`config.mk`:
```
export PLATFORM = sky130hd
export DESIGN_NAME = acf_sqrt_cell
export DESIGN_NICKNAME = d
export VERILOG_FILES = /design/src/acf_pkg.sv /design/src/acf_sqrt_cell.sv
export SDC_FILE = /design/constraint.sdc
export NUM_CORES = 1
export LEC_CHECK = 0
export BUFFER_PORTS_ARGS = -buffer_cell sky130_fd_sc_hd__buf_2
export CAP_MARGIN = 20
export CORE_MARGIN = 4
export CORE_UTILIZATION = 40
export CTS_CLUSTER_SIZE = 25
export DETAILED_ROUTE_END_ITERATION = 7
export PLACE_DENSITY = 0.7
export SYNTH_ARGS = -nofsm -noshare
export SYNTH_HDL_FRONTEND = slang
export SYNTH_SLANG_ARGS = --single-unit
```
`constraint.sdc`:
```
create_clock -name clk -period 1.5 [get_ports clk]
set_input_delay 0.15 -clock clk [delete_from_list [all_inputs] [get_ports clk]]
set_output_delay 0.15 -clock clk [all_outputs]
set_load 0.05 [all_outputs]
```
`src/acf_pkg.sv`:
```
// Shared types, widths and constants of the continued-fraction arctangent core.
package acf_pkg;

	// Fraction bits of the internal unsigned fixed-point format.
	localparam int FRAC = 30;
	// Number of continued-fraction terms.
	localparam int TERMS = 24;
	localparam int TERM_W = 6;

	// Quotient bits per division; every quotient in the core is below 2^QW.
	localparam int QW = 35;
	// Remainder and divisor widths; divisors stay below 2^DW.
	localparam int DW = 36;
	localparam int RW = DW + 1;
	localparam int PW = RW + QW;
	// Low dividend bits that go into the quotient half at setup; the rest fill the remainder half.
	localparam int SPLIT = QW - FRAC;
	// Width of a term numerator z*z*sq.
	localparam int NW = 40;
	// Width of the folded ratio and of its square.
	localparam int MW = FRAC + 1;

	// Square root of a value of at most 2^62: one result bit per step.
	localparam int VW = 63;
	localparam int SQ_STEPS = 32;
	localparam int STEP_W = 5;

	localparam logic [63:0] PI_Q61 = 64'h6487ED5110B4611A;
	localparam logic [31:0] PI_QF = 32'((PI_Q61 + (64'd1 << (60 - FRAC))) >> (61 - FRAC));
	localparam logic [31:0] HALF_PI_QF =
		32'(((PI_Q61 >> 1) + (64'd1 << (60 - FRAC))) >> (61 - FRAC));
	localparam logic [31:0] HALF_PI_Q29 = 32'((33'(HALF_PI_QF) + 33'd1) >> 1);
	localparam logic [31:0] ANGLE_MAX = 32'd1686629713;
	localparam logic [DW-1:0] ONE_QF = DW'(1) << FRAC;
	localparam logic [31:0] UNIT_Q16 = 32'd65536;

	typedef enum logic [1:0] {
		FUNC_ATAN2 = 2'd0,
		FUNC_ATAN  = 2'd1,
		FUNC_ASIN  = 2'd2,
		FUNC_NONE  = 2'd3
	} acf_func_t;

	typedef struct packed {
		logic [1:0]         func;
		logic signed [31:0] y_value;
		logic signed [31:0] x_value;
	} acf_req_t;

	typedef struct packed {
		logic signed [31:0] angle;
		logic               domain_error;
	} acf_rsp_t;

	// Operands after sign split and mode mapping.
	typedef struct packed {
		acf_func_t   func;
		logic [31:0] ay;
		logic [31:0] ax;
		logic        yneg;
		logic        xneg;
		logic        dom;
	} acf_front_t;

	typedef struct packed {
		logic           valid;
		logic [VW-1:0]  v;
		logic [VW-1:0]  res;
		acf_front_t     op;
	} acf_root_t;

	// What the quadrant rebuild needs once the arctangent is done.
	typedef struct packed {
		logic        special;
		logic [31:0] spec_angle;
		logic        swap;
		logic        xneg;
		logic        yneg;
		logic        dom;
	} acf_side_t;

	// pr holds the partial remainder above the dividend and quotient bits.
	typedef struct packed {
		logic          valid;
		logic [PW-1:0] pr;
		logic [DW-1:0] den;
		logic [MW-1:0] sq;
		logic [MW-1:0] r;
		acf_side_t     side;
	} acf_div_t;

endpackage

```
`src/acf_sqrt_cell.sv`:
```
// One step of the integer square root: settles one result bit per cycle while ce is high.
module acf_sqrt_cell import acf_pkg::*; (
	input  logic              clk,
	input  logic              arst_n,
	input  logic              ce,
	input  logic [STEP_W-1:0] step,
	input  acf_root_t         d,
	output acf_root_t         q
);

	localparam logic [5:0] TOP = 6'(VW - 1);

	logic [VW-1:0] bit_w;
	logic [VW:0]   trial;
	acf_root_t     nxt;

	always_comb begin
		bit_w = VW'(1) << (TOP - {step, 1'b0});
		trial = {1'b0, d.res} + {1'b0, bit_w};
		nxt = d;
		if ({1'b0, d.v} >= trial) begin
			nxt.v = d.v - trial[VW-1:0];
			nxt.res = (d.res >> 1) + bit_w;
		end else begin
			nxt.res = d.res >> 1;
		end
	end

	always_ff @(posedge clk or negedge arst_n) begin
		if (!arst_n) begin
			q <= '0;
		end else if (ce) begin
			q <= nxt;
		end
	end

endmodule

```
==> impl_metrics.csv <==
group,metric,value,unit
clock_network,clkTransAtPathRegs,0.08,ns
route,dr.pass1.iters,7,
setup_path,cpMaxStageDelayCell,"or3_4",
run,cap_viol_max_count,0,
floorplanning,die_h,211.8,um
setup_path,crit_buf_inv,6,
sta,fin_tns_setup,-449.11,ns
finish,largest_registers,"q: 196 flops",
finish,design_area,0.02799,mm^2
global_routing,grt.met1_usage,41.26,%
clock_network,cts_buffer_depth,2,
placed_design,io_buffers,399,
clock_network,numCtsBuffers,17,
sta,rsz0062_at_grt,"true",
placed_design,place.gp.congestion,0.9552,
finish,regMostFlops,"q",
clock_network,cts_tree,"built",
clock_network,h-tree-depth,4,
setup_path,crit_start,"step[0]",
outcome,violations,"negative setup slack",
power,powerDensity,856.2,mW/mm^2
sta,worstMarginPinSlew,0.7403,ns
power,sw_frac_of_total,44.29,%
finish,area_growth,68.56,%
power,p_sw,10.61,mW
route,ant_nets,0,
sta,setup_violations,126,
floorplanning,fp.coreArea,0.04092,mm^2
setup_path,crit_end,"q[168]$_DFFE_PN0P_",
floorplanning,std_cell_rows,74,
logic_synthesis,ys_types,73,
sta,worst_clock_skew,0,ns
sta,slew_viol_final,0,
global_routing,grtUsageMet3,5.854,%
global_routing,grt.overflow.total,0,
logic_synthesis,synth_nets,2370,
global_routing,grt_pass1_vias,20341,
floorplanning,start_util,40.58,%
logic_synthesis,yosys-top-cells-area,"dfrtp_1 (30%), ha_1 (9.2%), nand2_1 (6.3%)",
setup_path,cp_top_family,"compound AO/OA/AOI/OAI gates",
clock_network,clock-sinks,196,
power,p_clk_share,20.8,%
sta,hold_viol_final,0,
floorplanning,io_pins,400,
logic_synthesis,synth_edf_count,0,
sta,fin_crit_sh,345.1,%
logic_synthesis,async_flop_share,100.0,%
global_routing,grt_pass1_wl,111500,um
logic_synthesis,ys_seq_elements,196,
setup_path,path_max_fanout,7,
sta,min_period,5.176,ns
setup_path,arrival,5.59,ns
setup_path,rr_worst_depth,2,
floorplanning,fp.dieW,211.8,um
setup_path,crit_type,"in -> reg",
sta,worst_slew_margin_rel,50.02,%
finish,fin_util,68.40,%
finish,largest_reg_flops,196,
sta,hold-worst-slack,0.03756,ns
sta,fmax,193.2,MHz
logic_synthesis,yosysTopAreaCell,"dfrtp_1",
sta,fin_ws,-3.676,ns
route,drc,0,
logic_synthesis,synthCells,2043,
power,power_frac_comb,52.0,%
clock_network,root_buffer,"clkbuf_16",
setup_path,rr_endpoint,"q[191]$_DFFE_PN0P_",
setup_path,rrSetupSlack,0.51,ns
route,num_vias,20509,
route,routed_wl,74640,um
hold_path,hold_path_class,"in -> reg",
outcome,status,"finished with violations",
logic_synthesis,synth.cell_area,0.01661,mm^2
power,seqPwrFrac,27.1,%
logic_synthesis,synthFlopType,"dfrtp_1",
setup_path,crit_top_cell,"buf_12",
global_routing,grt_util_met2,49.70,%
setup_path,cp.required,1.91,ns
power,cell_internal_pwr,13.35,mW
floorplanning,dieArea,0.04484,mm^2
placed_design,pre_cts_ws,-4.175,ns
global_routing,grt_max_degree,64,
route,routedWlPerCell,19.90,um
setup_path,startpoint_type,"primary input",
route,drt-vias-per-instance,5.468,
route,drtIter0Drc,1861,
logic_synthesis,ys_seq_area_share,29.54,%
power,p_leak,13.37,nW
clock_network,clock_latency,0.50,ns
logic_synthesis,yosys_warnings,0,
power,peakVddDrop,935.7,uV
setup_path,cp.depth,30,
finish,drive_above_1_share,45.36,%
placed_design,dpl.hpwl,53200,um
logic_synthesis,avgSynthCellArea,8.128,um^2
setup_path,crit_path_max_incr_delay,0.42,ns
finish,nets,3522,
setup_path,endpoint_kind,"flip-flop",
global_routing,track_usage,31.36,%
logic_synthesis,yosysTopAreaCellShare,29.54,%
global_routing,antenna_found_initial,12,
global_routing,grt.busiest_layer,"met2",
setup_path,r2r-start,"q[191]$_DFFE_PN0P_",
placed_design,dpl-instance-area,0.02397,mm^2
==> layout make-up <==
type	count	area [um^2]
Clock inverter	15	198.9
Multi-Input combinational cell	1703	12300
Antenna cell	11	27.53
Tap cell	532	665.6
Sequential cell	196	4905
Inverter	44	165.2
Timing Repair Buffer	1233	9308
Clock buffer	17	425.4
Fill cell	3189	12930
==> power groups by stage <==
stage | logic (mW) | registers [mW] | clock network [mW]
5_1_grt | 13.1 | 6.58 | 5.31
3_3_place_gp | 10.0 | 6.53 | 0
2_1_floorplan | 3.59 | 9.17 | 0
4_1_cts | 11.7 | 6.47 | 5.08
3_5_place_dp | 10.2 | 6.56 | 0
6_report | 12.5 | 6.51 | 4.99
==> logic make-up after synthesis <==
group | Yosys count | synth area share [%]
flops | 196 | 29.54
mux | 89 | 6.005
buf+inv | 144 | 3.775
compound gates | 606 | 23.09
fa+ha+maj | 127 | 9.554
simple gates | 713 | 19.18
xor+xnor | 168 | 8.861
==> worst min-delay path by stage <==
stage               startpoint                 end  slack (ns)  cells after the start
finish                  d[134]  q[134]$_DFFE_PN0P_        0.04                      4
global route            d[189]  q[189]$_DFFE_PN0P_        0.05                      4
CTS                      d[81]   q[80]$_DFFE_PN0P_       0.004                      3
detailed placement      arst_n   q[75]$_DFFE_PN0P_         0.1                      1
global placement        arst_n   q[75]$_DFFE_PN0P_        0.09                      1
floorplan               arst_n    q[0]$_DFFE_PN0P_       -0.15                      0
==> per-layer routing <==
metal	vias to the layer above	wire length, um
met1	9763	31250
met2	821	34690
li1	9714	-
met5	-	27
met4	4	3643
met3	207	5024
==> worst min-delay path: cells and delay by family <==
| kind | cells | cell delay [ns] |
|---|---|---|
| multiplexers | 1 | 0.14 |
| buffers and inverters | 1 | 0.10 |
| AO/OA/AOI/OAI | 1 | 0.07 |
| AND/OR/NAND/NOR | 1 | 0.05 |
==> metrics by stage <==
stage	cells	total power [mW]
after floorplan	2043	12.76
after detailed placement	3518	16.71
after global routing	3750	25.01
after global placement	3518	16.56
after CTS	3720	23.30
final	3751	23.97
==> placed cells by master (no fill, tap or decap), drive strengths merged, types with 22 or more instances in the layout <==
master	Yosys	final
or3	22	22
dfrtp	196	196
xnor2	90	90
xor2	78	78
a21o	56	56
dlygate4sd3	0	114
nand4	27	27
a21oi	159	159
nand3	47	47
inv	44	51
buf	24	1115
and3	28	28
a31oi	114	114
o21ai	122	122
nand2	277	277
o21bai	28	28
ha	122	122
nor2	212	212
mux2	85	85
==> cell usage after synthesis, types with 20 or more instances <==
library cell,count
ha_1,122
nand2_1,277
and3_1,28
or3_1,22
nand3_1,47
nor2_1,212
a31oi_1,114
a21oi_1,159
xnor2_1,90
o21bai_1,28
o21ai_0,115
mux2_2,85
xor2_1,78
nand4_1,27
nor3_1,20
a21o_1,56
clkbuf_1,76
dfrtp_1,196
nor2b_1,20
inv_1,44
==> repair_timing <==
item	4_1_cts	5_1_grt
pin swaps	83	105
setup endpoints to repair	126	126
gates cloned	12	3
hold endpoints to repair	309	0
buffers inserted	44	22
hold buffers	114	0
resized for setup	187	124
Power figures use the tool's default switching activity.
