$ cat config.mk
export PLATFORM = sky130hd
export DESIGN_NAME = acf_div_cell
export DESIGN_NICKNAME = d
export VERILOG_FILES = /design/src/acf_pkg.sv /design/src/acf_div_cell.sv
export SDC_FILE = /design/constraint.sdc
export NUM_CORES = 1
export LEC_CHECK = 0
export ABC_CLOCK_PERIOD_IN_PS = 900
export BUFFER_PORTS_ARGS = -buffer_cell sky130_fd_sc_hd__buf_2
export CAP_MARGIN = 20
export CELL_PAD_IN_SITES_DETAIL_PLACEMENT = 1
export CELL_PAD_IN_SITES_GLOBAL_PLACEMENT = 1
export CORE_MARGIN = 3
export CORE_UTILIZATION = 37
export DETAILED_ROUTE_END_ITERATION = 8
export PLACE_DENSITY_LB_ADDON = 0.1
export SETUP_SLACK_MARGIN = 0.3
export SKIP_LAST_GASP = 1
export SLEW_MARGIN = 20
export SYNTH_ARGS = -nofsm -noshare
export SYNTH_HDL_FRONTEND = slang
export SYNTH_SLANG_ARGS = --single-unit
$ cat constraint.sdc
create_clock -name clk -period 0.9 [get_ports clk]
set_input_delay 0.09 -clock clk [delete_from_list [all_inputs] [get_ports clk]]
set_output_delay 0.09 -clock clk [all_outputs]
set_load 0.01 [all_outputs]
$ cat src/acf_pkg.sv
// Shared types, widths and constants of the continued-fraction arctangent core.
package acf_pkg;

	// Fraction bits of the internal unsigned fixed-point format.
	localparam int FRAC = 30;
	// Number of continued-fraction terms.
	localparam int TERMS = 24;
	localparam int TERM_W = 6;

	// Quotient bits per division; every quotient in the core is below 2^QW.
	localparam int QW = 35;
	// Remainder and divisor widths; divisors stay below 2^DW.
	localparam int DW = 36;
	localparam int RW = DW + 1;
	localparam int PW = RW + QW;
	// Low dividend bits that go into the quotient half at setup; the rest fill the remainder half.
	localparam int SPLIT = QW - FRAC;
	// Width of a term numerator z*z*sq.
	localparam int NW = 40;
	// Width of the folded ratio and of its square.
	localparam int MW = FRAC + 1;

	// Square root of a value of at most 2^62: one result bit per step.
	localparam int VW = 63;
	localparam int SQ_STEPS = 32;
	localparam int STEP_W = 5;

	localparam logic [63:0] PI_Q61 = 64'h6487ED5110B4611A;
	localparam logic [31:0] PI_QF = 32'((PI_Q61 + (64'd1 << (60 - FRAC))) >> (61 - FRAC));
	localparam logic [31:0] HALF_PI_QF =
		32'(((PI_Q61 >> 1) + (64'd1 << (60 - FRAC))) >> (61 - FRAC));
	localparam logic [31:0] HALF_PI_Q29 = 32'((33'(HALF_PI_QF) + 33'd1) >> 1);
	localparam logic [31:0] ANGLE_MAX = 32'd1686629713;
	localparam logic [DW-1:0] ONE_QF = DW'(1) << FRAC;
	localparam logic [31:0] UNIT_Q16 = 32'd65536;

	typedef enum logic [1:0] {
		FUNC_ATAN2 = 2'd0,
		FUNC_ATAN  = 2'd1,
		FUNC_ASIN  = 2'd2,
		FUNC_NONE  = 2'd3
	} acf_func_t;

	typedef struct packed {
		logic [1:0]         func;
		logic signed [31:0] y_value;
		logic signed [31:0] x_value;
	} acf_req_t;

	typedef struct packed {
		logic signed [31:0] angle;
		logic               domain_error;
	} acf_rsp_t;

	// Operands after sign split and mode mapping.
	typedef struct packed {
		acf_func_t   func;
		logic [31:0] ay;
		logic [31:0] ax;
		logic        yneg;
		logic        xneg;
		logic        dom;
	} acf_front_t;

	typedef struct packed {
		logic           valid;
		logic [VW-1:0]  v;
		logic [VW-1:0]  res;
		acf_front_t     op;
	} acf_root_t;

	// What the quadrant rebuild needs once the arctangent is done.
	typedef struct packed {
		logic        special;
		logic [31:0] spec_angle;
		logic        swap;
		logic        xneg;
		logic        yneg;
		logic        dom;
	} acf_side_t;

	// pr holds the partial remainder above the dividend and quotient bits.
	typedef struct packed {
		logic          valid;
		logic [PW-1:0] pr;
		logic [DW-1:0] den;
		logic [MW-1:0] sq;
		logic [MW-1:0] r;
		acf_side_t     side;
	} acf_div_t;

endpackage

$ cat src/acf_div_cell.sv
// One restoring division step: shifts in a dividend bit and decides one quotient bit.
module acf_div_cell import acf_pkg::*; (
	input  logic     clk,
	input  logic     arst_n,
	input  logic     ce,
	input  acf_div_t d,
	output acf_div_t q
);

	logic [PW-1:0] shifted;
	logic [RW-1:0] cand;
	acf_div_t      nxt;

	always_comb begin
		shifted = d.pr << 1;
		cand = shifted[PW-1:QW];
		nxt = d;
		if (cand >= {1'b0, d.den}) begin
			shifted[PW-1:QW] = cand - {1'b0, d.den};
			shifted[0] = 1'b1;
		end
		nxt.pr = shifted;
	end

	always_ff @(posedge clk or negedge arst_n) begin
		if (!arst_n) begin
			q <= '0;
		end else if (ce) begin
			q <= nxt;
		end
	end

endmodule

==> summary.md, run 1 <==
| Metric | Value |
|---|---|
| Outcome | `stopped before the end` |
| Stopped at | `global routing (5_1_grt)` |
| Err | `[ERROR GRT-0232] Routing congestion too high. Check the congestion heatmap in the GUI.` |
| Top cell type's share of synthesized area | `about 51%` |
| Post-Synthesis Cell Area | `10,200 µm²` |
| Synth Flop Type | `dfrtp_1` |
| Avg Cell Area, Syn | `11.6 µm²` |
| Clock Sink Count | `208` |
| Library cells used by synthesis | `53` |
| FP Rows | `60` |
| Yosys reg bits | `208` |
| Largest area contributor in the netlist | `dfrtp_1` |
| Gr ovfl total | `401` |
| Synth warn | `0` |
| H-tree depth | `1` |
| Post-synth EDFFs | `0` |
| IO Count | `around 420` |
| DP HPWL | `29.6 mm` |
| Syn nets | `1,129` |
| CTS Buffer Depth | `3` |
| Kind of the worst endpoint | `sequential cell input` |
| Inst Count DP | `around 1,800` |
| Largest net degree at the start of global routing | `just over 50` |
| Die H | `between 150 and 200 µm` |
| All-layer global routing usage | `just under 90%` |
| Gp weighted congestion | `0.840` |
| Starting Density | `37.8%` |
| Synth async-reset ratio | `100%` |
| Top post-synthesis cells by area | `dfrtp_1, mux2_2, ha_1, a21oi_1, mux2i_1` |
| CTS Root Cell | `clkbuf_16` |
| Buffers on Ports | `417` |
| Chip width | `172 µm` |
| Worst endpoint after global-route timing repair | `q[206]$_DFFE_PN0P_/D` |
| Initial antenna violation count | `25` |
| CTS Buf Count | `25` |
| Register area share after synthesis | `50.8%` |
| Cells after synthesis | `between 800 and 900` |
==> per-layer routing <==
metal | GRT overflow | GRT usage, %
met1 | 5 | 84.2
met2 | 206 | 99.5
met5 | 1 | 32.1
met4 | 182 | 96.7
met3 | 7 | 77.0
==> cell families after synthesis <==
group	after synthesis	share of synthesized area [%]
flops	208	50.8
mux	199	21.6
simple gates	158	7.24
compound gates	154	9.24
buf+inv	91	3.62
fa+ha+maj	37	4.60
xor+xnor	34	2.91
==> through the flow <==
| stage | instance area, µm² | setup WS (ns) | util (%) |
|---|---|---|---|
| 3_5_place_dp | 14800 | -1.68 | 54.5 |
| 4_1_cts | 19200 | -1.01 | 70.7 |
| 3_3_place_gp | 14800 | -1.58 | 54.5 |
| 2_1_floorplan | 11300 | -1.24 | - |
==> cell usage after synthesis (2+ instances only) <==
master    instances
a211oi_1          5
and3_1            5
or3_1             2
o21a_1            6
nand2b_1          4
nand4_1          13
and4_1            2
dfrtp_1         208
nor4_1            6
buf_1             2
a21oi_1          68
nor3_1            7
mux2_2          171
mux2i_1          27
xnor2_1          18
nand3_1          11
buf_6             2
a221o_1           2
ha_1             36
o221ai_1          2
o21ai_0          27
o211ai_1          4
a31oi_1           4
o21ai_1           4
a211oi_2          2
clkbuf_2          2
buf_4             2
a31o_2            2
inv_1            47
clkbuf_1         33
xor2_1           16
nor2b_1           5
nand2_1          37
nor2_1           59
buf_2             3
nand3b_1          2
a21o_1           19
==> timing repair <==
| item | in CTS |
|---|---|
| hold buffers | 177 |
| setup buffers | 99 |
| endpoints found under the setup margin | 416 |
| endpoints found under the hold margin | 407 |
| cloned | 2 |
| pin swaps | 53 |
| gates resized for setup | 248 |
==> inputs of run 2 (changes only) <==
--- a/config.mk
+++ b/config.mk
@@ -8,13 +8,10 @@
 export ABC_CLOCK_PERIOD_IN_PS = 900
 export BUFFER_PORTS_ARGS = -buffer_cell sky130_fd_sc_hd__buf_2
 export CAP_MARGIN = 20
-export CELL_PAD_IN_SITES_DETAIL_PLACEMENT = 1
-export CELL_PAD_IN_SITES_GLOBAL_PLACEMENT = 1
 export CORE_MARGIN = 3
-export CORE_UTILIZATION = 37
+export CORE_UTILIZATION = 40
 export DETAILED_ROUTE_END_ITERATION = 8
-export PLACE_DENSITY_LB_ADDON = 0.1
-export SETUP_SLACK_MARGIN = 0.3
+export PLACE_DENSITY_LB_ADDON = 0.15
 export SKIP_LAST_GASP = 1
 export SLEW_MARGIN = 20
 export SYNTH_ARGS = -nofsm -noshare
==> run 2 against run 1 <==
Effect of this change:
- synthesized cell count did not move
- the flow now finishes, with violations (negative setup slack)
- area after synthesis did not move
==> summary.md, run 2 <==
| Metric | Value |
|---|---|
| Avg Cell Area, Syn | `11.6 µm² (unchanged)` |
| Via Count | `10,700` |
| Max cap viols | `0` |
| Gr ovfl total | `0` |
| Failing checks | `negative setup slack` |
| Register area share after synthesis | `50.8% (unchanged)` |
| Fillers | `approximately 1,500` |
| Largest regs | `q (208)` |
| Core area | `24,700 µm²` |
| Crit path max fanout | `7` |
| Vias per cell | `5.13` |
| All-layer global routing usage | `between 20% and 30%` |
| CTS Root Cell | `clkbuf_16` |
| CTS Buffer Depth | `3 (unchanged)` |
| RSZ-0062 raised after global routing | `yes` |
| Setup violations, final | `~280` |
| Post-Synthesis Cell Area | `10,200 µm² (unchanged)` |
| Slowest stage delay, CP | `0.29 ns` |
| Slowest CP cell | `o211ai_4` |
| Top post-synthesis cells by count | `dfrtp_1, mux2_2, a21oi_1` |
| Final Max Slew Viols | `0` |
| Final Hold Viols | `0` |
| Yosys reg bits | `208 (unchanged)` |
| Synth Flop Type | `dfrtp_1` |
| LEAKAGE | `9.29 nW` |
| Critical Path Start | `d[109]` |
| Wire length per cell | `21.2 µm` |
| Worst clock skew | `0 ns` |
| Outcome | `finished, violations left` |
| Commonest non-fill, non-tap cell in the layout | `buf_2` |
| Biggest register | `q` |
| Top post-synthesis cells by area | `dfrtp_1, mux2_2, ha_1, a21oi_1, mux2i_1` |
| Worst path cell trace | `buf_8, inv_4, ha_4, and4_4, and3_4, o2111a_1, a211oi_4, a31o_2, o211ai_4, buf_6, buf_12, mux2i_1, a21oi_1` |
| Final instance area | `19,300 µm²` |
| Global-route wire length before repair | `64.1 mm` |
| Post-synth EDFFs | `0 (unchanged)` |
| Starting Density | `41.4% (+3.6 points)` |
| Largest net degree at the start of global routing | `48` |
| Count leader, synth | `dfrtp_1` |
| Max reg flops | `approximately 210` |
| Clk pin slew, worst setup/hold paths | `0.06 ns` |
| R2R setup slack | `-0.11 ns` |
| Library cells used by synthesis | `53 (unchanged)` |
| CP Data Required Time | `between 1 and 1.5 ns` |
| Reg2Reg Depth | `3` |
| Area of the die | `between 20,000 and 30,000 µm²` |
| Cells after synthesis | `881 (unchanged)` |
| Worst setup margin | `-1.08 ns` |
| Gp weighted congestion | `0.870 (+3.5%)` |
| CTS tree | `built` |
| Final Net Count | `1,997` |
| Critical path endpoint | `q[184]` |
| Synth warn | `0 (unchanged)` |
| Worst skew pair latency | `0.53 ns` |
| Pwr dens | `1670 nW/µm²` |
| IO Count | `419 (unchanged)` |
| Actual slew at the worst max-slew pin | `roughly 0.50 ns` |
| DRT Pass-1 Iters | `5` |
| Arrival @ worst endpoint | `between 2 and 2.5 ns` |
| CTS Buf Count | `24 (-4.0%)` |
| Placed cell areas | `14,300 µm² (-3.1%)` |
| Chip width | `166 µm (-3.7%)` |
| Die H | `166 µm (-3.7%)` |
| Vias in the first global route | `11,400` |
| Commonest non-fill, non-tap cells in the layout | `buf_2, buf_4, dfrtp_1` |
| Startpoint Class | `input pin` |
| Max-slew headroom | `66.4%` |
| Drt drc | `0` |
| Initial antenna violation count | `5` |
| Ant diodes | `0` |
| Initial DRC count | `just under 700` |
| Clock Sink Count | `208 (unchanged)` |
| Detailed Route WL | `44.3 mm` |
| WS Path Type | `input pin to flop` |
| Largest area contributor in the netlist | `dfrtp_1` |
| Share of layout cells above drive strength 1 | `57.1%` |
| Synth-to-Final Area Change | `88.2%` |
| FP Rows | `57 (-5.0%)` |
| Final ANT Viol Nets | `0` |
| Reg2Reg Launch Point | `q[0]` |
| Tcrit/Tclk final | `220%` |
| Crit path max-delay family | `compound AO/OA/AOI/OAI gates` |
| Pre-CTS setup slack | `-1.64 ns (+0.0361 ns)` |
| Worst hold path type | `input pin to flop` |
| Fmax | `504 MHz` |
| Stages on the worst setup path | `13` |
| Crit path buffers/inverters | `4` |
| H-tree depth | `1 (unchanged)` |
| CP Capture Type | `flop` |
| Top cell type's share of synthesized area | `50.8% (unchanged)` |
| DP HPWL | `26.2 mm (-11%)` |
| Max VDD drop | `1.68 mV` |
| Period minus WS final | `1.98 ns` |
| Syn nets | `1,129 (unchanged)` |
| Synth async-reset ratio | `100% (unchanged)` |
| R2R Path End | `q[0]` |
| Buffers on Ports | `417 (unchanged)` |
[run 2: cell counts after synthesis]
No cell type changed its count.
[run 2: per-layer routing]
layer	up-vias	GRT usage, %	part of all wire (%)
li1	4864	-	-
met1	5253	34.0	38
met2	461	51.3	51
met3	132	6.78	6.9
met4	10	10.1	4.5
met5	-	0	0.12
[run 2: layout make-up]
type                       instances  area [µm²]  share of cell area, %
multi-input combinational        582        5410                   28.1
timing repair buffer             886        7200                   37.4
clock inverter                     9         131                  0.682
sequential                       208        5200                   27.0
tap                              324         405                   2.10
clock buffer                      34         709                   3.68
inverter                          47         201                   1.05
[run 2: cell families after synthesis]
| logic type | count (synthesis) | share of synthesized area (%) |
|---|---|---|
| AOI/OAI and AO/OA | 154 | 9.24 |
| xor gates and xnor gates | 34 | 2.91 |
| muxes | 199 | 21.6 |
| adders and majority gates | 37 | 4.60 |
| buffers and inverters | 91 | 3.62 |
| DFF | 208 | 50.8 |
| and+or+nand+nor | 158 | 7.24 |
[run 2: worst min-delay path by stage]
| stage | start | to | cells after the start |
|---|---|---|---|
| 2_1_floorplan | arst_n | q[0] | 0 |
| 3_3_place_gp | arst_n | q[142] | 1 |
| 3_5_place_dp | arst_n | q[142] | 1 |
| 4_1_cts | d[204] | q[205] | 5 |
| 5_1_grt | d[184] | q[185] | 4 |
| 6_report | d[202] | q[203] | 4 |
[run 2: stage by stage]
stage	total power [mW]	util [%]	hold WS (ns)	TNS, ns	cells
after floorplan	14.8	-	-0.206	-53.25	881
after global placement	18.2	57.8	0.0201	-70.86	1742
after detailed placement	18.3	57.8	0.0248	-74.64	1742
after CTS	30.8	74.2	0.00756	-85.69	2045
after global routing	33.4	77.8	0.0424	-98.65	2090
final	32.2	77.8	0.0210	-88.62	2090
[run 2: where the power goes]
| group | total, mW | internal (mW) | switching (mW) |
|---|---|---|---|
| Sequential | 11.3 | 10.5 | 0.811 |
| Clock | 10.6 | 6.36 | 4.22 |
| Combinational | 10.3 | 5.82 | 4.50 |
[run 2: timing repair]
item / 4_1_cts / 5_1_grt
gates cloned: 4 / 0
endpoints found under the hold margin: 408 / 0
hold buffers: 201 / 0
resized for setup: 170 / 129
pin swaps: 32 / 45
setup endpoints to repair: 246 / 268
buffers inserted: 55 / 58
[run 2: tightest hold or removal path, stage by stage]
cell and delay, ns:
buf_2 0.11, buf_4 0.11, mux2i_1 0.06, a21oi_1 0.13
Power figures use the tool's default switching activity.
