[config.mk]
export PLATFORM = sky130hd
export DESIGN_NAME = acf_setup_cell
export DESIGN_NICKNAME = d
export VERILOG_FILES = /design/src/acf_pkg.sv /design/src/acf_setup_cell.sv
export SDC_FILE = /design/constraint.sdc
export NUM_CORES = 1
export LEC_CHECK = 0
export BUFFER_PORTS_ARGS = -buffer_cell sky130_fd_sc_hd__buf_2
export CAP_MARGIN = 15
export CORE_MARGIN = 1.5
export CORE_UTILIZATION = 56
export CTS_CLUSTER_DIAMETER = 60
export DETAILED_ROUTE_END_ITERATION = 7
export GPL_ROUTABILITY_DRIVEN = 0
export HOLD_SLACK_MARGIN = 0.15
export PLACE_DENSITY = 0.91
export SETUP_SLACK_MARGIN = 0.2
export SYNTH_ARGS = -nofsm -noshare
export SYNTH_HDL_FRONTEND = slang
export SYNTH_SLANG_ARGS = --single-unit
[constraint.sdc]
create_clock -name clk -period 0.95 [get_ports clk]
set_clock_uncertainty 0.1 [all_clocks]
set_input_delay 0.095 -clock clk [delete_from_list [all_inputs] [get_ports clk]]
set_output_delay 0.095 -clock clk [all_outputs]
set_load 0.005 [all_outputs]
[src/acf_pkg.sv]
// Shared types, widths and constants of the continued-fraction arctangent core.
package acf_pkg;

	// Fraction bits of the internal unsigned fixed-point format.
	localparam int FRAC = 30;
	// Number of continued-fraction terms.
	localparam int TERMS = 24;
	localparam int TERM_W = 6;

	// Quotient bits per division; every quotient in the core is below 2^QW.
	localparam int QW = 35;
	// Remainder and divisor widths; divisors stay below 2^DW.
	localparam int DW = 36;
	localparam int RW = DW + 1;
	localparam int PW = RW + QW;
	// Low dividend bits that go into the quotient half at setup; the rest fill the remainder half.
	localparam int SPLIT = QW - FRAC;
	// Width of a term numerator z*z*sq.
	localparam int NW = 40;
	// Width of the folded ratio and of its square.
	localparam int MW = FRAC + 1;

	// Square root of a value of at most 2^62: one result bit per step.
	localparam int VW = 63;
	localparam int SQ_STEPS = 32;
	localparam int STEP_W = 5;

	localparam logic [63:0] PI_Q61 = 64'h6487ED5110B4611A;
	localparam logic [31:0] PI_QF = 32'((PI_Q61 + (64'd1 << (60 - FRAC))) >> (61 - FRAC));
	localparam logic [31:0] HALF_PI_QF =
		32'(((PI_Q61 >> 1) + (64'd1 << (60 - FRAC))) >> (61 - FRAC));
	localparam logic [31:0] HALF_PI_Q29 = 32'((33'(HALF_PI_QF) + 33'd1) >> 1);
	localparam logic [31:0] ANGLE_MAX = 32'd1686629713;
	localparam logic [DW-1:0] ONE_QF = DW'(1) << FRAC;
	localparam logic [31:0] UNIT_Q16 = 32'd65536;

	typedef enum logic [1:0] {
		FUNC_ATAN2 = 2'd0,
		FUNC_ATAN  = 2'd1,
		FUNC_ASIN  = 2'd2,
		FUNC_NONE  = 2'd3
	} acf_func_t;

	typedef struct packed {
		logic [1:0]         func;
		logic signed [31:0] y_value;
		logic signed [31:0] x_value;
	} acf_req_t;

	typedef struct packed {
		logic signed [31:0] angle;
		logic               domain_error;
	} acf_rsp_t;

	// Operands after sign split and mode mapping.
	typedef struct packed {
		acf_func_t   func;
		logic [31:0] ay;
		logic [31:0] ax;
		logic        yneg;
		logic        xneg;
		logic        dom;
	} acf_front_t;

	typedef struct packed {
		logic           valid;
		logic [VW-1:0]  v;
		logic [VW-1:0]  res;
		acf_front_t     op;
	} acf_root_t;

	// What the quadrant rebuild needs once the arctangent is done.
	typedef struct packed {
		logic        special;
		logic [31:0] spec_angle;
		logic        swap;
		logic        xneg;
		logic        yneg;
		logic        dom;
	} acf_side_t;

	// pr holds the partial remainder above the dividend and quotient bits.
	typedef struct packed {
		logic          valid;
		logic [PW-1:0] pr;
		logic [DW-1:0] den;
		logic [MW-1:0] sq;
		logic [MW-1:0] r;
		acf_side_t     side;
	} acf_div_t;

endpackage

[src/acf_setup_cell.sv]
// Loads the divider for one continued-fraction term, or for the closing 1+conv division.
module acf_setup_cell import acf_pkg::*; (
	input  logic              clk,
	input  logic              arst_n,
	input  logic              ce,
	input  logic [TERM_W-1:0] term,
	input  acf_div_t          d,
	output acf_div_t          q
);

	logic [QW-1:0]       conv;
	logic [2*TERM_W-1:0] zz;
	logic [NW-1:0]       num;
	logic [DW-1:0]       den;
	acf_div_t            nxt;

	always_comb begin
		conv = d.pr[QW-1:0];
		zz = {{TERM_W{1'b0}}, term} * {{TERM_W{1'b0}}, term};
		// A term index of zero marks the final division r / (1 + conv).
		if (term == '0) begin
			num = NW'(d.r);
			den = ONE_QF + DW'(conv);
		end else begin
			num = NW'(zz * d.sq);
			den = (DW'({term, 1'b1}) << FRAC) + DW'(conv);
		end
		nxt = d;
		nxt.den = den;
		nxt.pr = {RW'(num >> SPLIT), QW'(num[SPLIT-1:0]) << FRAC};
	end

	always_ff @(posedge clk or negedge arst_n) begin
		if (!arst_n) begin
			q <= '0;
		end else if (ce) begin
			q <= nxt;
		end
	end

endmodule

==> impl_results.md, run 1 <==
- Placed Area: 23140 µm²
- H-tree Lvls: 4
- Worst EP post-GRT repair: q[204]$_DFFE_PN0P_/D
- Post-Synth Adder-Cell Area: 0.3622
- Synth warnings: 0
- Sink Count: 176
- Dominant cell type by area after synthesis: fa_1
- CTS Buffer Depth: 2
- Die width: 184.9 µm
- Initial core utilization: 0.5693
- Flops & latches, synth: 176
- Post-synth EDFFs: 0
- Async SR Flop Fraction: 1.000
- Hpwl dp: 47120 µm
- I/O pins: 425
- Number of buffers created by CTS: 17
- Post-synth top area share: 0.2886
- GRT Util Overall: 0.8043
- IO buf count: 319
- Post-place setup slack: -7681 ps
- Exit stage: global routing (5_1_grt)
- Row Count: 66
- Register area share after synthesis: 0.2378
- Status: did not finish
- Worst End Pin Type: register input
- Count leader, synth: inv_1
- Gr ovfl total: 601
- Netlist Area Pre-Place: 18520 µm²
- Die H: 184.9 µm
- Largest family of logic cells by synthesized area: adder cells
- Post-Synth XOR/XNOR Area: 0.02108
- Largest net degree at the start of global routing: 40
- Synth unique cells: 58
- Top FF cell, synth: dfrtp_1
- Simple-Gate Fraction of Synth Area: 0.1361
- Stop err: [ERROR GRT-0232] Routing congestion too high. Check the congestion heatmap in the GUI.
- Most instantiated cells after synthesis: inv_1, fa_1, nand2_1
- Post-synthesis cell count: 1886
- Largest cells by area after synthesis: fa_1, dfrtp_1, mux2_2, ha_1, inv_1
- Area fraction in compound gates after synthesis: 0.06012
- Mux contribution to synthesized area: 0.08119
- Mean Syn Cell Area: 9.821 µm²
- Root Buffer: clkbuf_16
[per-stage QoR]
| step | instances | hold slack (ps) |
|---|---|---|
| floorplan | 1917 | -300.6 |
| global placement | 2806 | -95.35 |
| detailed placement | 2806 | -95.38 |
| CTS | 2998 | -581.8 |
[cell families after synthesis]
family	Yosys count
buffers and inverters	465
flip-flops	176
XOR/XNOR	43
multiplexers	134
other	1
AND/OR/NAND/NOR	522
adder cells (fa/ha/maj)	376
AO/OA/AOI/OAI	169
[routing by layer]
metal	global-route usage	GRT overflow
met2	0.9481	386
met1	0.7712	9
met5	0.4933	3
met4	0.8241	191
met3	0.6950	12
[what timing repair did]
item | 4_1_cts
gates cloned | 6
hold endpoints to repair | 352
setup endpoints to repair | 352
pin swaps | 90
setup buffers | 82
resized for setup | 174
hold buffers | 73
==> run 2, diff against run 1 <==
--- a/config.mk
+++ b/config.mk
@@ -8,13 +8,10 @@
 export BUFFER_PORTS_ARGS = -buffer_cell sky130_fd_sc_hd__buf_2
 export CAP_MARGIN = 15
 export CORE_MARGIN = 1.5
-export CORE_UTILIZATION = 56
-export CTS_CLUSTER_DIAMETER = 60
+export CORE_UTILIZATION = 40
 export DETAILED_ROUTE_END_ITERATION = 7
 export GPL_ROUTABILITY_DRIVEN = 0
-export HOLD_SLACK_MARGIN = 0.15
-export PLACE_DENSITY = 0.91
-export SETUP_SLACK_MARGIN = 0.2
+export PLACE_DENSITY_LB_ADDON = 0.15
 export SYNTH_ARGS = -nofsm -noshare
 export SYNTH_HDL_FRONTEND = slang
 export SYNTH_SLANG_ARGS = --single-unit
==> run 2 against run 1 <==
Effect of this change:
- the flow now finishes, with violations (hold timing, setup timing)
- area after synthesis is the same
- synthesized cell count unchanged
==> impl_results.md, run 2 <==
- Hold WC Path Type: in2reg
- Final hold vios: 4
- Top reg by flops: q
- Post-synthesis cell count: 1886 (unchanged)
- Vias in the first global route: 17680
- Initial antenna violation count: 2
- Reg clk slew, reported paths: 80 ps
- Wire length per cell: 18.07 µm
- Status: complete, but fails checks (was did not finish)
- CTS tree: yes
- Largest cells by area after synthesis: fa_1, dfrtp_1, mux2_2, ha_1, inv_1 (unchanged)
- Async SR Flop Fraction: 1.000 (unchanged)
- RSZ-0062 raised after global routing: true
- Placeable Area: 45580 µm²
- Fillers: 3822
- Clock Latency Late Sink: 480 ps
- Capture point of the worst reg-to-reg path: q[26]$_DFFE_PN0P_
- Multi-input combinational cell area: 13850 µm²
- Largest regs: q x176
- Hold Path Depth: 4
- Max cap viols: 0
- Reg-to-reg startpoint: q[26]$_DFFE_PN0P_
- WP buf/inv: 3
- CTS Buffer Depth: 2 (unchanged)
- Final nets: 3293
- Fin area: 27980 µm²
- Register area share after synthesis: 0.2378 (unchanged)
- Crit-path max FO: 6
- Share of cells above drive strength 1: 0.4069
- Post-CTS Hold Fix Bufs: 129 (was 73)
- Worst Path Class, Setup: in2reg
- Synth warnings: 0 (unchanged)
- Vias: 16020
- Failing checks: hold timing, setup timing
- Max Transition Viols Final: 0
- Final setup fails: 293
- DRT Wirelength: 59880 µm
- Row Count: 78 (was 66)
- Netlist Area Pre-Place: 18520 µm² (unchanged)
- Gr ovfl total: 0
- Number of remaining DRC errors: 0
- I/O pins: 425 (unchanged)
- Initial core utilization: 0.4064 (was 0.5693)
- Post-synth EDFFs: 0 (unchanged)
- Max reg flops: 176
- Post-synth top area share: 0.2886 (unchanged)
- Crit-path slowest cell: fa_1
- Global-route wire length before repair: 94180 µm
- Dominant cell type by area after synthesis: fa_1 (unchanged)
- Placed Area: 23420 µm² (was 23140 µm²)
- Sink Count: 176 (unchanged)
- Most instantiated cells after synthesis: inv_1, fa_1, nand2_1 (unchanged)
- Die Area: 47610 µm²
- Layout area overhead: 51.04%
- Crit path time final: 7676 ps
- CP arrival: 7950 ps
- Hpwl dp: 44720 µm (was 47120 µm)
- CP peak stage delay: 560 ps
- Flop2flop setup slack: -180 ps
- Crit path launch type: input pin
- Crit-path most repeated cell: fa_1
- CP delay by family, top: adder cells
- Storage cell area: 4404 µm²
- Initial DRC Count: 630
- Crit path required time: 1220 ps
- Setup WS post-layout: -6726 ps
- Beginning of the worst hold path: d[166]
- Top FF cell, synth: dfrtp_1 (unchanged)
- Via density: 4.834
- Hold Worst Slack: -21.81 ps
- Max Fclk: 130.3 MHz
- Number of buffers created by CTS: 17 (unchanged)
- Post-route ant nets: 0
- Worst hold endpoint: q[130]$_DFFE_PN0P_
- Fin crit share: 8.080
- Worst setup EP type: flip-flop
- Largest net degree at the start of global routing: 33
- GRT Util Overall: 0.2586
- Synth unique cells: 58 (unchanged)
- Count leader, synth: inv_1 (unchanged)
- Root Buffer: clkbuf_16 (unchanged)
- Most frequent cells in the layout: buf_4, inv_1, buf_2, fa_1, nand2_1
- Die H: 218.2 µm (was 184.9 µm)
- Most common cell after layout, fill and taps aside: buf_4
- Mean Syn Cell Area: 9.821 µm² (unchanged)
- DRT Pass-1 Iters: 5
- IO buf count: 319 (unchanged)
- H-tree Lvls: 4 (unchanged)
- Die width: 218.2 µm (was 184.9 µm)
- R2r worst-path depth: 3
- Flops & latches, synth: 176 (unchanged)
==> run 2: worst max path at each step <==
stage	start	end	cells past startpoint
6_report	term[1]	q[200]$_DFFE_PN0P_	28
5_1_grt	term[1]	q[196]$_DFFE_PN0P_	29
4_1_cts	term[1]	q[200]$_DFFE_PN0P_	31
3_5_place_dp	term[3]	q[200]$_DFFE_PN0P_	30
3_3_place_gp	term[2]	q[200]$_DFFE_PN0P_	30
2_1_floorplan	term[0]	q[200]$_DFFE_PN0P_	33
==> run 2: timing repair <==
item | in CTS | in global routing
endpoints found under the hold margin | 338 | 5
setup buffers | 99 | 73
setup endpoints to repair | 221 | 278
cloned | 6 | 0
resized for setup | 162 | 95
pin swaps | 69 | 66
==> run 2: final cells by class <==
cell class	instances	share of cell area
clock buffers	17	0.01521
multi-input cells	1276	0.4951
clock inverters	15	0.006843
diodes	1	0.00008945
well taps	600	0.02683
inverters	326	0.04383
repair buffers	903	0.2547
flip-flops and latches	176	0.1574
==> run 2: cell families after synthesis <==
kind of cell,count (synthesis),synth area share
buffers and inverters,465,0.1013
AOI/OAI and AO/OA,169,0.06012
muxes,134,0.08119
other,1,0.0002025
DFF,176,0.2378
and+or+nand+nor,522,0.1361
xor gates and xnor gates,43,0.02108
adders and majority gates,376,0.3622
==> run 2: tightest hold or removal path, stage by stage <==
cell and delay (ps):
buf_2 120, inv_1 60, fa_2 190, o21ai_1 50
==> run 2: per-layer routing <==
layer | wire, µm | up-vias | GRT usage
li1 | - | 7377 | -
met1 | 24360 | 8195 | 0.3146
met2 | 31120 | 341 | 0.4553
met3 | 2340 | 108 | 0.04342
met4 | 2057 | 0 | 0.1011
met5 | 0 | - | 0
==> run 2: through the flow <==
step	setup slack, ps	hold slack (ps)	TNS, ps	std cells	utilization
2_1_floorplan	-7229	-300.6	-244480	1917	-
3_3_place_gp	-7313	-54.82	-268310	2984	0.5138
3_5_place_dp	-7453	-54.87	-272420	2984	0.5138
4_1_cts	-6682	-45.82	-275720	3249	0.5945
5_1_grt	-7007	-14.59	-290120	3314	0.6138
6_report	-6726	-21.81	-272620	3314	0.6138
Power of run 2 is left out: the tool's default activity adds up to more than one toggle a clock period on the data nets, which glitch-free logic cannot reach.
==> run 3, diff against run 2 <==
--- a/config.mk
+++ b/config.mk
@@ -7,7 +7,7 @@
 export LEC_CHECK = 0
 export BUFFER_PORTS_ARGS = -buffer_cell sky130_fd_sc_hd__buf_2
 export CAP_MARGIN = 15
-export CORE_MARGIN = 1.5
+export CORE_MARGIN = 2
 export CORE_UTILIZATION = 40
 export DETAILED_ROUTE_END_ITERATION = 7
 export GPL_ROUTABILITY_DRIVEN = 0
==> run 3 against run 2 <==
Effect of this change:
- the flow still finishes with violations (hold timing, setup timing)
- hold slack worse by 17 ps
- wire length up 0.40%
- final cell count down 1.5%
- flip-flop and latch count unchanged
- worst setup slack worse by 110 ps
- sequential share of layout area up 0.21 points
- critical path depth up 1
- core utilization down 0.79 points
- cell area down 1.3%
- via count down 1.2%
- global-route usage down 1.3 points
- non-clock buffer count down 50
==> impl_results.md, run 3 (same netlist as run 2, synthesis figures left out) <==
- Worst setup EP type: flip-flop (unchanged)
- Max reg flops: 176 (unchanged)
- CTS tree: yes (unchanged)
- Die Area: 48040 µm² (was 47610 µm²)
- Placeable Area: 45580 µm² (unchanged)
- WP buf/inv: 4 (was 3)
- Final setup fails: 283 (was 293)
- Crit path time final: 7788 ps (was 7676 ps)
- Worst Path Class, Setup: in2reg (unchanged)
- Inst Count DP: 2983 (was 2984)
- Hpwl dp: 44260 µm (was 44720 µm)
- Post-route ant nets: 0 (unchanged)
- Initial DRC Count: 705 (was 630)
- Via density: 4.849 (was 4.834)
- Vias in the first global route: 16900 (was 17680)
- Gr ovfl total: 0 (unchanged)
- Max cap viols: 0 (unchanged)
- Hold Worst Slack: -39.26 ps (was -21.81 ps)
- DRT Wirelength: 60120 µm (was 59880 µm)
- Status: complete, but fails checks (unchanged)
- Crit path required time: 1220 ps (about the same)
- Number of buffers created by CTS: 17 (unchanged)
- IO buf count: 319 (unchanged)
- Post-CTS Hold Fix Bufs: 131 (was 129)
- Die width: 219.2 µm (was 218.2 µm)
- Share of cells above drive strength 1: 0.4042 (was 0.4069)
- CP peak stage delay: 590 ps (was 560 ps)
- Crit-path max FO: 5 (was 6)
- Most frequent cells in the layout: buf_4, inv_1, buf_2, fa_1, nand2_1 (unchanged)
- Largest net degree at the start of global routing: 40 (was 33)
- Failing checks: hold timing, setup timing (unchanged)
- Die H: 219.2 µm (was 218.2 µm)
- I/O pins: 425 (unchanged)
- Final hold vios: 10 (was 4)
- Wire length per cell: 18.42 µm (was 18.07 µm)
- Top reg by flops: q (unchanged)
- Post-place setup slack: -7464 ps (was -7453 ps)
- Most common cell after layout, fill and taps aside: buf_4 (unchanged)
- Layout area overhead: 49.09% (was 51.04%)
- Final core utilization: 0.6059 (was 0.6138)
- Number of remaining DRC errors: 0 (unchanged)
- Max Fclk: 128.4 MHz (was 130.3 MHz)
- Crit-path most repeated cell: fa_1 (unchanged)
- Global-route wire length before repair: 90110 µm (was 94180 µm)
- Hold WC Path Type: in2async (was in2reg)
- CP delay by family, top: adder cells (unchanged)
- RSZ-0062 raised after global routing: true (unchanged)
- Reg clk slew, reported paths: 70 ps (was 80 ps)
- Crit-path slowest cell: fa_2 (was fa_1)
- Largest regs: q x176 (unchanged)
- Clock Latency Late Sink: 490 ps (was 480 ps)
- Final nets: 3243 (was 3293)
- Initial antenna violation count: 1 (was 2)
- H-tree Lvls: 4 (unchanged)
- Sink Count: 176 (unchanged)
- CTS Buffer Depth: 2 (unchanged)
- GRT Util Overall: 0.2451 (was 0.2586)
- Vias: 15820 (was 16020)
- Final std cells w/o fill: 3263 (was 3314)
- Fin crit share: 8.197 (was 8.080)
- Max Transition Viols Final: 0 (unchanged)
- Root Buffer: clkbuf_16 (unchanged)
- Initial core utilization: 0.4064 (unchanged)
- DRT Pass-1 Iters: 6 (was 5)
- CP arrival: 8060 ps (was 7950 ps)
- Row Count: 78 (unchanged)
- Crit path launch type: input pin (unchanged)
- Fillers: 3808 (was 3822)
- Setup WS post-layout: -6838 ps (was -6726 ps)
## run 3: changes by cell type in the layout (fill, tap and decap cells not counted), moves of 4 or more
cell,previous run,this run
o21ai_1,9,5
inv_2,11,24
buf_6,60,48
clkbuf_16,17,23
ha_1,85,80
fa_2,3,8
inv_1,314,301
mux2_2,23,28
buf_4,380,337
ha_4,24,28
mux2_4,107,102
fa_1,264,259
## run 3: repair_timing
item,4_1_cts,5_1_grt
pin swaps,38,96
endpoints found under the setup margin,221,225
endpoints found under the hold margin,336,10
resized for setup,93,156
buffers inserted,10,103
gates cloned,2,6
## run 3: metal layers
metal / wire (µm) / up-vias / GRT usage
met5: 27 / - / 0
met4: 1893 / 4 / 0.08649
met3: 2691 / 96 / 0.04685
met2: 31050 / 322 / 0.4293
met1: 24450 / 8102 / 0.3012
li1: - / 7299 / -
## run 3: final timing paths
check | startpoint | to | slack [ps] | cells past startpoint
hold / removal | arst_n | q[169]$_DFFE_PN0P_ | -40 | 2
setup reg to reg | q[16]$_DFFE_PN0P_ | q[16]$_DFFE_PN0P_ | -80 | 2
max in group asynchronous | arst_n | q[108]$_DFFE_PN0P_ | 290 | 3
min in group clk | ce | q[35]$_DFFE_PN0P_ | -10 | 3
hold reg to reg | q[58]$_DFFE_PN0P_ | q[58]$_DFFE_PN0P_ | 380 | 1
setup / recovery | term[1] | q[200]$_DFFE_PN0P_ | -6840 | 29
## run 3: through the flow
step,hold slack [ps],setup TNS (ps),area (µm²)
floorplan,-300.6,-244480,19640
global placement,-98.19,-266090,23410
detailed placement,-101.3,-269370,23410
CTS,-64.22,-274470,25930
global route,-40.18,-288010,27610
finish,-39.26,-270160,27620
## run 3: worst register-to-register path, stage by stage (launching register included)
cell	delay, ps
dfrtp_1	410
buf_4	140
mux2_4	270
## run 3: area by class of cell
class                           instances  area (µm²)  area share
Inverter                              326        1226     0.04440
Antenna cell                            1       2.502  0.00009062
Clock buffer                           18       429.2     0.01554
Multi-Input combinational cell       1276       13910      0.5037
Sequential cell                       176        4404      0.1595
Tap cell                              600       750.7     0.02719
Clock inverter                         13       177.7    0.006434
Timing Repair Buffer                  853        6715      0.2432
Power of run 3 is left out for the same reason.
